<file path="config.mk">
export PLATFORM = sky130hd
export DESIGN_NAME = warmup_moving_average_with_fault
export DESIGN_NICKNAME = d
export VERILOG_FILES = /design/src/hdl/wmaf_pkg.sv /design/src/hdl/warmup_moving_average_with_fault.sv
export SDC_FILE = /design/constraint.sdc
export NUM_CORES = 1
export LEC_CHECK = 0
export BUFFER_PORTS_ARGS = -buffer_cell sky130_fd_sc_hd__buf_2
export CAP_MARGIN = 10
export CORE_ASPECT_RATIO = 0.9
export CORE_MARGIN = 5
export CORE_UTILIZATION = 55
export DETAILED_ROUTE_END_ITERATION = 8
export GPL_TIMING_DRIVEN = 0
export PLACE_DENSITY = 0.73
export SYNTH_ARGS = -nofsm -noshare
export SYNTH_HDL_FRONTEND = slang
export SYNTH_SLANG_ARGS = --single-unit
</file>
<file path="constraint.sdc">
create_clock -name clk_i -period 4.5 [get_ports clk_i]
set_input_delay 0.225 -clock clk_i [delete_from_list [all_inputs] [get_ports clk_i]]
set_output_delay 0.225 -clock clk_i [all_outputs]
set_load 0.02 [all_outputs]
</file>
<file path="src/hdl/wmaf_pkg.sv">
// shared types and constants for the warm-up moving average block
// no dependencies; imported by warmup_moving_average_with_fault

package wmaf_pkg;

  localparam int unsigned DataW   = 32;
  localparam int unsigned CfgIdxW = 1;

  // configuration register indexes
  localparam logic [CfgIdxW-1:0] CFG_FAULT_ENABLE = 1'd0;
  localparam logic [CfgIdxW-1:0] CFG_FAULT_LEVEL  = 1'd1;

  typedef enum logic [2:0] {
    ST_IDLE,
    ST_UPDATE,
    ST_PREP,
    ST_DIV,
    ST_SIGN,
    ST_FINISH
  } wmaf_state_e;

endpackage

</file>
<file path="src/hdl/warmup_moving_average_with_fault.sv">
// warm-up boxcar moving average of altitude samples, with fault injection
// a fault beat passes from ST_IDLE through ST_FINISH into the output register; a mean
// also passes ST_UPDATE, ST_PREP, ST_DIV (the serial restoring divider, one quotient
// bit a cycle) and ST_SIGN; no new beat is taken while a result is in flight:
// the input stalls until the result enters the output register, which may wait
// reset: asynchronous, clears state, pointer, fill count, total, output valid and fault config; no sweep

module warmup_moving_average_with_fault #(
  parameter int unsigned WINDOW = 8
) (
  input  logic                            clk_i,
  input  logic                            rst_ni,
  input  logic                            cfg_valid_i,
  output logic                            cfg_ready_o,
  input  logic [wmaf_pkg::CfgIdxW-1:0]    cfg_index_i,
  input  logic [wmaf_pkg::DataW-1:0]      cfg_data_i,
  input  logic                            in_valid_i,
  output logic                            in_stall_o,
  input  logic signed [wmaf_pkg::DataW-1:0] sample_i,
  output logic                            out_valid_o,
  input  logic                            out_stall_i,
  output logic signed [wmaf_pkg::DataW-1:0] filtered_o,
  output logic                            from_fault_o
);
  import wmaf_pkg::*;

  localparam int unsigned PtrW  = (WINDOW > 1) ? $clog2(WINDOW) : 1;
  localparam int unsigned FillW = $clog2(WINDOW + 1);
  localparam int unsigned TotW  = DataW + $clog2(WINDOW);
  localparam int unsigned CntW  = $clog2(TotW);

  wmaf_state_e state_q, state_d;

  logic                    fault_en_q;
  logic signed [DataW-1:0] fault_lvl_q;

  logic [PtrW-1:0]         wp_q, wp_d;
  logic [FillW-1:0]        fill_q, fill_d;
  logic signed [TotW-1:0]  total_q, total_d;
  logic signed [DataW-1:0] smp_q, smp_d;
  logic signed [DataW-1:0] ring_rd_q;
  logic                    ring_we;

  logic [FillW:0]          rem_q, rem_d;
  logic [TotW-1:0]         quo_q, quo_d;
  logic [CntW-1:0]         cnt_q, cnt_d;
  logic                    neg_q, neg_d;

  logic signed [DataW-1:0] res_q, res_d;
  logic                    res_flt_q, res_flt_d;

  logic                    out_valid_q, out_valid_d;
  logic signed [DataW-1:0] filtered_q, filtered_d;
  logic                    from_fault_q, from_fault_d;

  logic                    in_beat;
  logic signed [DataW-1:0] old_smp;
  logic [FillW:0]          rem_sh;
  logic [TotW-1:0]         quo_neg;

  logic signed [DataW-1:0] ring_mem [WINDOW];

  assign cfg_ready_o  = 1'b1;
  assign in_stall_o   = (state_q != ST_IDLE);
  assign in_beat      = in_valid_i && !in_stall_o;
  assign out_valid_o  = out_valid_q;
  assign filtered_o   = filtered_q;
  assign from_fault_o = from_fault_q;

  // entries not yet filled read as zero
  assign old_smp = (fill_q == FillW'(WINDOW)) ? ring_rd_q : '0;
  assign rem_sh  = {rem_q[FillW-1:0], quo_q[TotW-1]};
  assign quo_neg = -quo_q;

  always_ff @(posedge clk_i or negedge rst_ni) begin
    if (!rst_ni) begin
      fault_en_q  <= 1'b0;
      fault_lvl_q <= '0;
    end else if (cfg_valid_i && cfg_ready_o) begin
      case (cfg_index_i)
        CFG_FAULT_ENABLE: fault_en_q  <= cfg_data_i[0];
        CFG_FAULT_LEVEL:  fault_lvl_q <= cfg_data_i;
        default: ;
      endcase
    end
  end

  always_ff @(posedge clk_i) begin
    if (ring_we) begin
      ring_mem[wp_q] <= smp_q;
    end
    ring_rd_q <= ring_mem[wp_q];
  end

  always_ff @(posedge clk_i or negedge rst_ni) begin
    if (!rst_ni) begin
      state_q     <= ST_IDLE;
      wp_q        <= '0;
      fill_q      <= '0;
      total_q     <= '0;
      out_valid_q <= 1'b0;
    end else begin
      state_q     <= state_d;
      wp_q        <= wp_d;
      fill_q      <= fill_d;
      total_q     <= total_d;
      out_valid_q <= out_valid_d;
    end
  end

  always_ff @(posedge clk_i) begin
    smp_q        <= smp_d;
    rem_q        <= rem_d;
    quo_q        <= quo_d;
    cnt_q        <= cnt_d;
    neg_q        <= neg_d;
    res_q        <= res_d;
    res_flt_q    <= res_flt_d;
    filtered_q   <= filtered_d;
    from_fault_q <= from_fault_d;
  end

  always_comb begin
    state_d      = state_q;
    wp_d         = wp_q;
    fill_d       = fill_q;
    total_d      = total_q;
    smp_d        = smp_q;
    rem_d        = rem_q;
    quo_d        = quo_q;
    cnt_d        = cnt_q;
    neg_d        = neg_q;
    res_d        = res_q;
    res_flt_d    = res_flt_q;
    filtered_d   = filtered_q;
    from_fault_d = from_fault_q;
    ring_we      = 1'b0;
    out_valid_d  = out_valid_q && out_stall_i;

    case (state_q)
      ST_IDLE: begin
        if (in_beat) begin
          smp_d = sample_i;
          if (fault_en_q) begin
            res_d     = fault_lvl_q;
            res_flt_d = 1'b1;
            state_d   = ST_FINISH;
          end else begin
            state_d = ST_UPDATE;
          end
        end
      end
      ST_UPDATE: begin
        ring_we = 1'b1;
        total_d = total_q - TotW'(old_smp) + TotW'(smp_q);
        wp_d    = (wp_q == PtrW'(WINDOW - 1)) ? '0 : wp_q + 1'b1;
        if (fill_q != FillW'(WINDOW)) begin
          fill_d = fill_q + 1'b1;
        end
        state_d = ST_PREP;
      end
      ST_PREP: begin
        neg_d   = total_q[TotW-1];
        quo_d   = total_q[TotW-1] ? -total_q : total_q;
        rem_d   = '0;
        cnt_d   = '0;
        state_d = ST_DIV;
      end
      ST_DIV: begin
        // one restoring step: dividend bits shift out as quotient bits shift in
        if (rem_sh >= {1'b0, fill_q}) begin
          rem_d = rem_sh - {1'b0, fill_q};
          quo_d = {quo_q[TotW-2:0], 1'b1};
        end else begin
          rem_d = rem_sh;
          quo_d = {quo_q[TotW-2:0], 1'b0};
        end
        cnt_d = cnt_q + 1'b1;
        if (cnt_q == CntW'(TotW - 1)) begin
          state_d = ST_SIGN;
        end
      end
      ST_SIGN: begin
        res_d     = neg_q ? quo_neg[DataW-1:0] : quo_q[DataW-1:0];
        res_flt_d = 1'b0;
        state_d   = ST_FINISH;
      end
      ST_FINISH: begin
        if (!out_valid_q || !out_stall_i) begin
          filtered_d   = res_q;
          from_fault_d = res_flt_q;
          out_valid_d  = 1'b1;
          state_d      = ST_IDLE;
        end
      end
      default: begin
        state_d = ST_IDLE;
      end
    endcase
  end

  a_fill_bound: assert property (@(posedge clk_i) disable iff (!rst_ni)
    fill_q <= FillW'(WINDOW))
    else $error("fill count beyond window");

  a_div_nonzero: assert property (@(posedge clk_i) disable iff (!rst_ni)
    (state_q == ST_DIV) |-> (fill_q != '0))
    else $error("divide by zero fill count");

  a_fault_no_update: assert property (@(posedge clk_i) disable iff (!rst_ni)
    (in_beat && fault_en_q) |=> ($stable(wp_q) && $stable(fill_q) && $stable(total_q)))
    else $error("state changed on a fault beat");

  a_mean_path: assert property (@(posedge clk_i) disable iff (!rst_ni)
    (in_beat && !fault_en_q) |=> (state_q == ST_UPDATE))
    else $error("sample beat did not enter update");

endmodule
</file>
=== After elaboration in Yosys (flattened, before gate mapping) ===
Memories as Yosys holds them, arrays and structs flattened. A register that Yosys moved wholly into a read port is not among the register bits.
Cells that the tools add are included.

* Flip-flop bits (word level): 223
* Latch bits: 0
* Bits in writable memories: 256
* Memory bits (read-only): 0
* Input bits: 70
* Output and inout port bits: 36
* Memories: 1

{| class="wikitable"
|+ Memory list
! memory !! words !! width !! read ports !! clocked after Yosys merged registers in !! write ports !! RTL line !! RTL
|-
| ring_mem || 8 || 32 || 1 || 1 || 1 || warmup_moving_average_with_fault.sv:61 || <nowiki>logic signed [DataW-1:0] ring_mem [WINDOW];</nowiki>
|}

* $add $sub $neg: 8
* $mul: 0
* Div/mod/pow operators: 0
* Order comparisons: 1
* Eq/ne operators: 13
* Shifts and indexed selects: 0
* Mux-type cells: 25
* Bitwise gates (word level): 1
* Reductions and logical operators: 17

{| class="wikitable"
|+ Operator list
! kind !! number
|-
| two-way mux 32 bit || 4
|-
| one-hot mux 35 bit (2 select lines) || 1
|-
| one-hot mux 32 bit (2 select lines) || 1
|-
| adder 35 x 32 -> 35 bit || 1
|-
| two-way mux 35 bit || 1
|-
| negator 35 bit || 1
|-
| subtractor 35 x 32 -> 35 bit || 1
|-
| negator 32 bit || 1
|-
| one-hot mux 3 bit (6 select lines) || 1
|-
| two-way mux 3 bit || 5
|-
| one-hot mux 6 bit (2 select lines) || 1
|-
| AND reduction 2 bit || 5
|-
| == test 3 bit, second input constant || 3
|-
| two-way mux 1 bit || 8
|-
| inequality test 2 bit, second input constant || 4
|-
| one-hot mux 4 bit (2 select lines) || 1
|-
| adder 6 x 1 -> 6 bit, second input constant || 1
|-
| == test 3 x 2 -> 1 bit, second input constant || 2
|-
| == test 6 bit, second input constant || 1
|-
| AND reduction 3 bit || 2
|-
| >= comparator 5 x 4 -> 1 bit || 1
|-
| adder 4 x 1 -> 4 bit, second input constant || 1
|-
| == test 4 bit, second input constant || 1
|-
| two-way mux 4 bit || 1
|-
| other kinds (12) || 16
|}

=== Logic depth before layout (Yosys ltp) ===
Gate-level depths: netlist (run 1).

* Depth in word-level cells: 5
* Gate-level depth with buffers: 17

=== Worst setup path after synthesis (run 1) ===
OpenSTA, ideal clock, no wires.

* Path kind: register -> register
* Start point: reg state_q[2]
* End point: mem ring_mem[5][0] (enable)
* Library setup time: 0.461 ns
* Data arrival time: 3.619 ns
* Required time: 4.039 ns
* Path slack: 0.420 ns
* Stages on the path, launching flop included: 6
* Buffers on the path: 3
* Clock period less this slack: 4.080 ns
* Cells stage by stage: dfrtp_1 clkbuf_1 or3b_2 clkbuf_1 clkbuf_1 nor3_1

* Word-level cells in the longest chain between the ends: 4

{| class="wikitable"
|+ RTL lines
! what !! RTL line !! RTL
|-
| from (decl) || warmup_moving_average_with_fault.sv:32 || <nowiki>wmaf_state_e state_q, state_d;</nowiki>
|-
| from (signal assigned) || warmup_moving_average_with_fault.sv:103 || <nowiki>state_q <= state_d;</nowiki>
|-
| == test 3 x 1 -> 1 bit || warmup_moving_average_with_fault.sv:140 || <nowiki>case (state_q)</nowiki>
|-
| two-way mux 1 bit || warmup_moving_average_with_fault.sv:140 ||
|-
| two-way mux 1 bit || warmup_moving_average_with_fault.sv:89 || <nowiki>if (ring_we) begin</nowiki>
|-
| two-way mux 1 bit (implied by the code) || warmup_moving_average_with_fault.sv:90 || <nowiki>ring_mem[wp_q] <= smp_q;</nowiki>
|-
| to (decl) || warmup_moving_average_with_fault.sv:61 ||
|}

No other way between the ends.

=== Worst setup path in the final report (run 1) ===
* Start point: reg fill_q[1]
* End point: reg total_q[34]

* Word-level cells in the longest chain between the ends: 4

{| class="wikitable"
|+ RTL lines
! what !! RTL line !! RTL
|-
| from (decl) || warmup_moving_average_with_fault.sv:38 || <nowiki>logic [FillW-1:0] fill_q, fill_d;</nowiki>
|-
| from (signal assigned) || warmup_moving_average_with_fault.sv:105 || <nowiki>fill_q <= fill_d;</nowiki>
|-
| == test 4 bit || warmup_moving_average_with_fault.sv:71 || <nowiki>assign old_smp = (fill_q == FillW'(WINDOW)) ? ring_rd_q : '0;</nowiki>
|-
| two-way mux 32 bit || warmup_moving_average_with_fault.sv:71 ||
|-
| subtractor 35 x 32 -> 35 bit || warmup_moving_average_with_fault.sv:155 || <nowiki>total_d = total_q - TotW'(old_smp) + TotW'(smp_q);</nowiki>
|-
| adder 35 x 32 -> 35 bit || warmup_moving_average_with_fault.sv:155 ||
|-
| to (signal assigned) || warmup_moving_average_with_fault.sv:106 || <nowiki>total_q <= total_d;</nowiki>
|-
| to (decl) || warmup_moving_average_with_fault.sv:39 || <nowiki>logic signed [TotW-1:0] total_q, total_d;</nowiki>
|}

No other way between the ends.
A chain may end at the register's enable or synchronous reset.

==> impl_metrics.csv, run 1 <==
group,metric,value,unit
logic_synthesis,synth_top_area_share,52.9,%
hold_path,hold_start,"cfg_valid_i",
route,drc,0,
clocking,cts_tree,"built",
setup_path,cpPeakStageDelay,0.59,ns
placed_design,portBuffers,104,
clocking,cts_inserted_buffers,49,
power_and_ir_drop,netSwitchingPower,7.64,mW
logic_synthesis,async_flop_share,15.5,%
setup_path,worstReg2RegStart,"fill_q[1]",
global_routing,antenna_found_initial,0,
global_routing,grt_pass1_wl,85.6,mm
sta,post-route-worst-setup-slack,0.201,ns
route,wl,55.2,mm
setup_path,reg2reg_slack,0.20,ns
setup_path,crit_type,"register to register",
route,postRouteAntennaNets,0,
setup_path,critPathLaunchType,"register",
logic_synthesis,synth_top_family_by_area,"compound AO/OA/AOI/OAI gates",
placed_design,dp_hpwl,38.4,mm
die,die_h,203,µm
setup_path,crit_family,"simple AND/OR/NAND/NOR gates",
logic_synthesis,ys.flop_type,"edfxtp_1",
sta,fin_setup_tns,0,ns
logic_synthesis,synth_mux_area_share,1.77,%
clocking,ctsRootBufferMaster,"clkbuf_16",
sta,finClkSkew,0.0320,ns
finish,diodes,0,
power_and_ir_drop,switching_share,39.3,%
setup_path,reg2reg_to,"total_q[34]",
clocking,clk_latency,0.60,ns
finish,fill_cells,3032,
finish,multiInputGateArea,0.00729,mm²
logic_synthesis,postSynthCellCount,1768,
setup_path,path_max_fanout,10,
setup_path,path_cells,"inv_1 > ha_1 > and3_1 > clkbuf_1 > clkbuf_2 > and2_1 > fa_1 > inv_1 > ha_2 > nand2_1 > o21bai_1 > a21oi_1 > or4_1 > and4_1 > nor3_1 > xor2_1",
sta,fin_crit,4.30,ns
logic_synthesis,synth_compound_area_share,11.8,%
finish,seqCellArea,0.0146,mm²
power_and_ir_drop,leakage,9.97,nW
setup_path,cp-end-kind,"register",
finish,syn2layout_area_growth,17.0,%
logic_synthesis,synth_fp_nets,1920,
global_routing,grt_usage,24.1,%
sta,hold_violations,0,
logic_synthesis,yosysMostFrequentCell,"edfxtp_1",
clocking,htreeDepth,2,
hold_path,holdPathEnd,"fault_en_q",
route,drtIter0Drc,1558,
flow_run,timing.max_cap.violations,0,
setup_path,path_buf_inv,4,
finish,final_net_count,2146,
global_routing,grt_pass1_vias,15100,
finish,drive_above_1_share,13.4,%
logic_synthesis,synth-seq-cells,511,
power_and_ir_drop,ir_drop,379,µV
sta,post-route-period-util,95.5,%
hold_path,hold_path.class,"input pin to register",
setup_path,slowest_stage,"or4_1",
global_routing,grt_max_degree,48,
route,vias,14800,
logic_synthesis,synth-adder-area-share,5.67,%
power_and_ir_drop,power_density,732,mW/mm²
route,detail_route.wl_per_cell,21.5,µm
logic_synthesis,yosysWarnings,0,
global_routing,grt.overflow.total,0,
clocking,clkTransAtPathRegs,0.06,ns
logic_synthesis,synthesis.area,0.0227,mm²
logic_synthesis,synth_edf_count,400,
setup_path,timing.critical_path.mode_cell,"inv_1",
status,status,"finished, final reports clean",
setup_path,worstPathRequired,5.00,ns
setup_path,r2r_cells,16,
sta,worst_slew_pin_slew,1.10,ns
placed_design,gp_congestion,0.888,
sta,rsz0062_at_grt,"true",
die,die_area,0.0455,mm²
power_and_ir_drop,seqPwrFrac,37.0,%
setup_path,cp.arrival,4.80,ns
route,firstDrtPassIters,7,
logic_synthesis,avgSynthCellArea,12.8,µm²
clocking,clk_path_buf_depth,3,
power_and_ir_drop,p_comb_share,41.8,%
logic_synthesis,synth.distinct_cells,62,
route,via_per_inst,5.76,
hold_path,hold_depth,3,
logic_synthesis,synth_xor_area_share,3.62,%
sta,setup_viol,0,
sta,drv_slew,0,
placed_design,place_ws,-0.539,ns
logic_synthesis,ys_seq_area_share,64.4,%
logic_synthesis,synthTopCellsByArea,"edfxtp_1 53%, dfrtp_1 8.7%, a22oi_1 4.2%, fa_1 3.1%, dfxtp_1 2.8%",
die,initial_utilization,55.8,%
power_and_ir_drop,internal-power,11.8,mW
die,io_pins,106,
logic_synthesis,synth_area_leader_cell,"edfxtp_1",
sta,relSlewSlack,26.0,%
sta,max_freq,0.233,GHz
logic_synthesis,synthTopCellsByCount,"400 x edfxtp_1, 161 x inv_1, 128 x a22oi_1, 123 x nand2_1, 106 x o21ai_0",
die,fp.dieW,224,µm
die,core,0.0407,mm²
die,row_count,70,
logic_synthesis,synth_simple_gate_area_share,8.59,%
clocking,cts.sinks,511,
power_and_ir_drop,clkPwrFrac,21.2,%
-- placed cells by master (no fill, tap or decap), drive strengths merged, types with 6 or more instances in the layout --
master and n:
o21a 8, ha 47, a21oi 81, o211ai 7
nor2b 7, xnor2 50, a22oi 128, clkinv 21
and2 40, o41ai 14, buf 124, or3 11
nand4 55, dfxtp 32, bufinv 6, nor3 18
and3 8, nor2 68, dfrtp 79, fa 35
dlygate4sd3 67, clkbuf 126, o21ai 106, nand2 123
inv 162, nor3b 6, nand3 14, nand2b 7
edfxtp 400, mux2 33, or4 11, a21o 8
o31ai 26, xor2 44, nor4 6
-- power groups by stage --
| stage | combinational [mW] | clock [mW] | sequential (mW) |
|---|---|---|---|
| floorplan | 5.53 | 0 | 7.09 |
| global route | 9.02 | 4.39 | 7.30 |
| global placement | 7.53 | 0 | 7.25 |
| detailed placement | 7.79 | 0 | 7.26 |
| CTS | 7.94 | 4.19 | 7.18 |
| finish | 8.14 | 4.13 | 7.20 |
-- per-stage QoR --
stage / cells / cell area (µm²) / utilization (%) / hold WS [ns] / power, mW
CTS: 2581 / 26600 / 65.2 / 0.0522 / 19.3
floorplan: 1768 / 22700 / - / -0.0706 / 12.6
finish: 2573 / 26600 / 65.3 / 0.0752 / 19.5
global placement: 2412 / 23900 / 58.7 / 0.402 / 14.8
global route: 2573 / 26600 / 65.3 / 0.0853 / 20.7
detailed placement: 2427 / 24200 / 59.5 / 0.227 / 15.1
-- final cells by class --
cell class	instances	area share (%)
well taps	540	2.54
inverters	161	2.27
plain buffers	74	1.10
flip-flops and latches	511	55.0
clock buffers	58	4.78
clock inverters	32	1.34
multi-input cells	1011	27.4
repair buffers	186	5.54
-- layer usage --
| layer | global-route usage (%) | part of all wire (%) | vias up | wire, µm |
|---|---|---|---|---|
| met5 | 0 | 0 | - | 0 |
| met4 | 7.81 | 3.0 | 0 | 1640 |
| met3 | 3.77 | 7.6 | 104 | 4190 |
| met2 | 39.9 | 48 | 596 | 26500 |
| met1 | 33.2 | 41 | 7186 | 22900 |
| li1 | - | - | 6935 | - |
-- worst max path at each step --
| stage | startpoint | to | slack (ns) | depth (start not counted) |
|---|---|---|---|---|
| 2_1_floorplan | state_q[2] | ring_mem[5][0] | 0.42 | 5 |
| 3_3_place_gp | state_q[2] | ring_mem[5][20] | -2.18 | 5 |
| 3_5_place_dp | fill_q[1] | total_q[26] | -0.54 | 16 |
| 4_1_cts | fill_q[1] | total_q[34] | 0.08 | 17 |
| 5_1_grt | fill_q[1] | total_q[20] | -0.07 | 17 |
| 6_report | fill_q[1] | total_q[34] | 0.20 | 16 |
-- worst register-to-register path, cell delays in order (launching register included) --
cell and delay [ns]:
dfrtp_1 0.41, inv_1 0.11, ha_1 0.19, and3_1 0.17, clkbuf_1 0.20, clkbuf_2 0.24, and2_1 0.21, fa_1 0.47
inv_1 0.04, ha_2 0.42, nand2_1 0.19, o21bai_1 0.25, a21oi_1 0.14, or4_1 0.59, and4_1 0.18, nor3_1 0.23
xor2_1 0.18
-- state kept, by name (all words and copies together), names as in the netlist, 4 cells and up --
signal / count
cnt_q: 6
ring_rd_q: 32
ring_mem: 256
fill_q: 4
total_q: 35
res_q: 32
quo_q: 35
filtered_o: 32
smp_q: 32
rem_q: 4
fault_lvl_q: 32
-- what timing repair did --
item / 4_1_cts / 5_1_grt
hold buffers: 67 / 0
buffers inserted: 0 / 0
pin swaps: 0 / 3
endpoints found under the setup margin: 12 / 14
gates cloned: 0 / 0
hold endpoints to repair: 98 / 0
gates resized for setup: 8 / 18
-- cell families after synthesis --
logic type / Yosys count
XOR/XNOR: 94
other: 1
AND/OR/NAND/NOR: 384
buffers and inverters: 246
multiplexers: 36
flip-flops: 511
adder cells (fa/ha/maj): 82
AO/OA/AOI/OAI: 414
No activity file was read; power rests on OpenSTA's default activity.
==> run 2, diff against run 1 <==
CORE_UTILIZATION = 40   (was 55)
MAX_ROUTING_LAYER = met4   (was not set)
PLACE_DENSITY = not set   (was 0.73)
==> run 2 against run 1 <==
Effect of this change: routed wire length increased by 5.0%; worst hold slack better by 0.0088 ns; total power grew 1.8%; core utilization shrank 17 points; sequential cell count stayed put; non-clock buffer count is 5 higher; design area rose by 1.6%; largest cell class unchanged.
==> impl_metrics.csv, run 2 (same netlist as run 1, synthesis figures left out) <==
group,metric,value,unit
status,status,"finished, final reports clean",
global_routing,grt.overflow.total,0,
finish,regMostFlops,"ring_mem",
finish,mostFrequentLayoutCell,"edfxtp_1",
route,wl,58.0,mm
finish,final_net_count,2153,
die,io_pins,106,
placed_design,portBuffers,104,
sta,post-route-period-util,95.5,%
finish,final_cell_count_no_fill,2800,
placed_design,dp_cells,2645,
route,drtIter0Drc,1277,
global_routing,grt_pass1_wl,89.0,mm
power_and_ir_drop,power,19.8,mW
sta,relSlewSlack,31.7,%
route,vias,14700,
die,die_h,236,µm
finish,syn2layout_area_growth,18.9,%
placed_design,dp_hpwl,40.7,mm
sta,rsz0062_at_grt,"true",
global_routing,grt_usage,19.0,%
route,postRouteAntennaNets,0,
sta,post-route-worst-setup-slack,0.201,ns
sta,whs,0.0840,ns
finish,largest_reg_flops,256,
clocking,clk_latency,0.61,ns
finish,stdcell_area,0.0270,mm²
setup_path,cp.arrival,4.82,ns
sta,fin_setup_tns,0,ns
clocking,cts_inserted_buffers,51,
flow_run,timing.max_cap.violations,0,
finish,final_util,48.3,%
route,via_per_inst,5.27,
global_routing,grt_pass1_vias,14900,
power_and_ir_drop,leakage,10.1,nW
sta,setup_viol,0,
sta,fin_crit,4.30,ns
power_and_ir_drop,power_density,733,mW/mm²
global_routing,grt_max_degree,50,
setup_path,cp-end-kind,"register",
finish,diodes,0,
clocking,cts.sinks,511,
clocking,cts_tree,"built",
clocking,ctsRootBufferMaster,"clkbuf_16",
power_and_ir_drop,ir_drop,412,µV
die,die_area,0.0617,mm²
finish,reg_top3,"ring_mem (256), quo_q (35), total_q (35)",
sta,max_freq,0.233,GHz
setup_path,worstPathRequired,5.03,ns
sta,finClkSkew,0.0139,ns
setup_path,crit_type,"register to register",
global_routing,antenna_found_initial,1,
die,initial_utilization,40.6,%
clocking,clkTransAtPathRegs,0.06,ns
setup_path,critPathLaunchType,"register",
hold_path,hold_path.class,"input pin to register",
clocking,htreeDepth,2,
route,detail_route.wl_per_cell,20.7,µm
die,fp.dieW,261,µm
route,drc,0,
sta,worst_slew_pin_slew,1.02,ns
placed_design,place_ws,-0.523,ns
die,core,0.0559,mm²
setup_path,path_max_fanout,10,
finish,drive_above_1_share,13.7,%
placed_design,gp_congestion,0.924,
clocking,clk_path_buf_depth,3,
placed_design,dpl_cell_area,0.0245,mm²
finish,mostFrequentLayoutCells,"400 x edfxtp_1, 161 x inv_1, 128 x a22oi_1",
die,row_count,82,
sta,drv_slew,0,
sta,hold_violations,0,
route,firstDrtPassIters,5,
[run 2: timing repair]
action	in CTS	in global routing
pin swaps	0	3
setup endpoints to repair	13	17
hold buffers	67	0
hold endpoints to repair	148	0
gates resized for setup	8	20
buffers inserted	0	1
[run 2: metal layers]
layer / part of all wire, % / wire length [µm] / vias up / track usage [%]
met4: 2.1 / 1230 / 0 / 4.32
met5: 0 / 0 / - / -
li1: - / - / 6955 / -
met2: 46 / 26900 / 455 / 30.0
met1: 46 / 26400 / 7252 / 26.5
met3: 5.9 / 3430 / 86 / 2.73
[run 2: cell type report]
| cell class | instances | area [µm²] |
|---|---|---|
| Buffer | 76 | 299 |
| Fill cell | 4943 | 28900 |
| Multi-Input combinational cell | 1011 | 7330 |
| Sequential cell | 511 | 14600 |
| Timing Repair Buffer | 189 | 1500 |
| Inverter | 161 | 604 |
| Tap cell | 756 | 946 |
| Clock inverter | 31 | 322 |
| Clock buffer | 65 | 1390 |
[run 2: worst paths after layout]
path,from,endpoint,slack [ns],cells after the start
setup reg to reg,fill_q[0],total_q[34],0.20,16
hold / removal,in_valid_i,state_q[0],0.08,5
max in group asynchronous,rst_ni,total_q[24],3.77,3
min in group asynchronous,rst_ni,fault_lvl_q[9],0.12,2
hold reg to reg,res_q[31],filtered_o[31],0.42,0
setup / recovery,fill_q[0],total_q[34],0.20,16
[run 2: where the power goes]
part / total [mW] / switching, mW / internal, mW / leakage, nW
combinational: 8.29 / 5.30 / 2.99 / 4.35
clock: 4.32 / 1.83 / 2.49 / 0.836
sequential: 7.21 / 0.728 / 6.48 / 4.87
[run 2: worst max-delay path: stages (launching register included)]
cell      delay (ns)
dfrtp_1         0.42
inv_1           0.09
ha_1            0.20
and3_1          0.17
clkbuf_1        0.18
clkbuf_2        0.24
and2_1          0.22
fa_1            0.47
inv_1           0.04
ha_2            0.41
a21oi_1         0.18
o221ai_1        0.30
a21oi_1         0.15
or4_1           0.58
and4_1          0.19
nor3_2          0.20
xor2_1          0.16
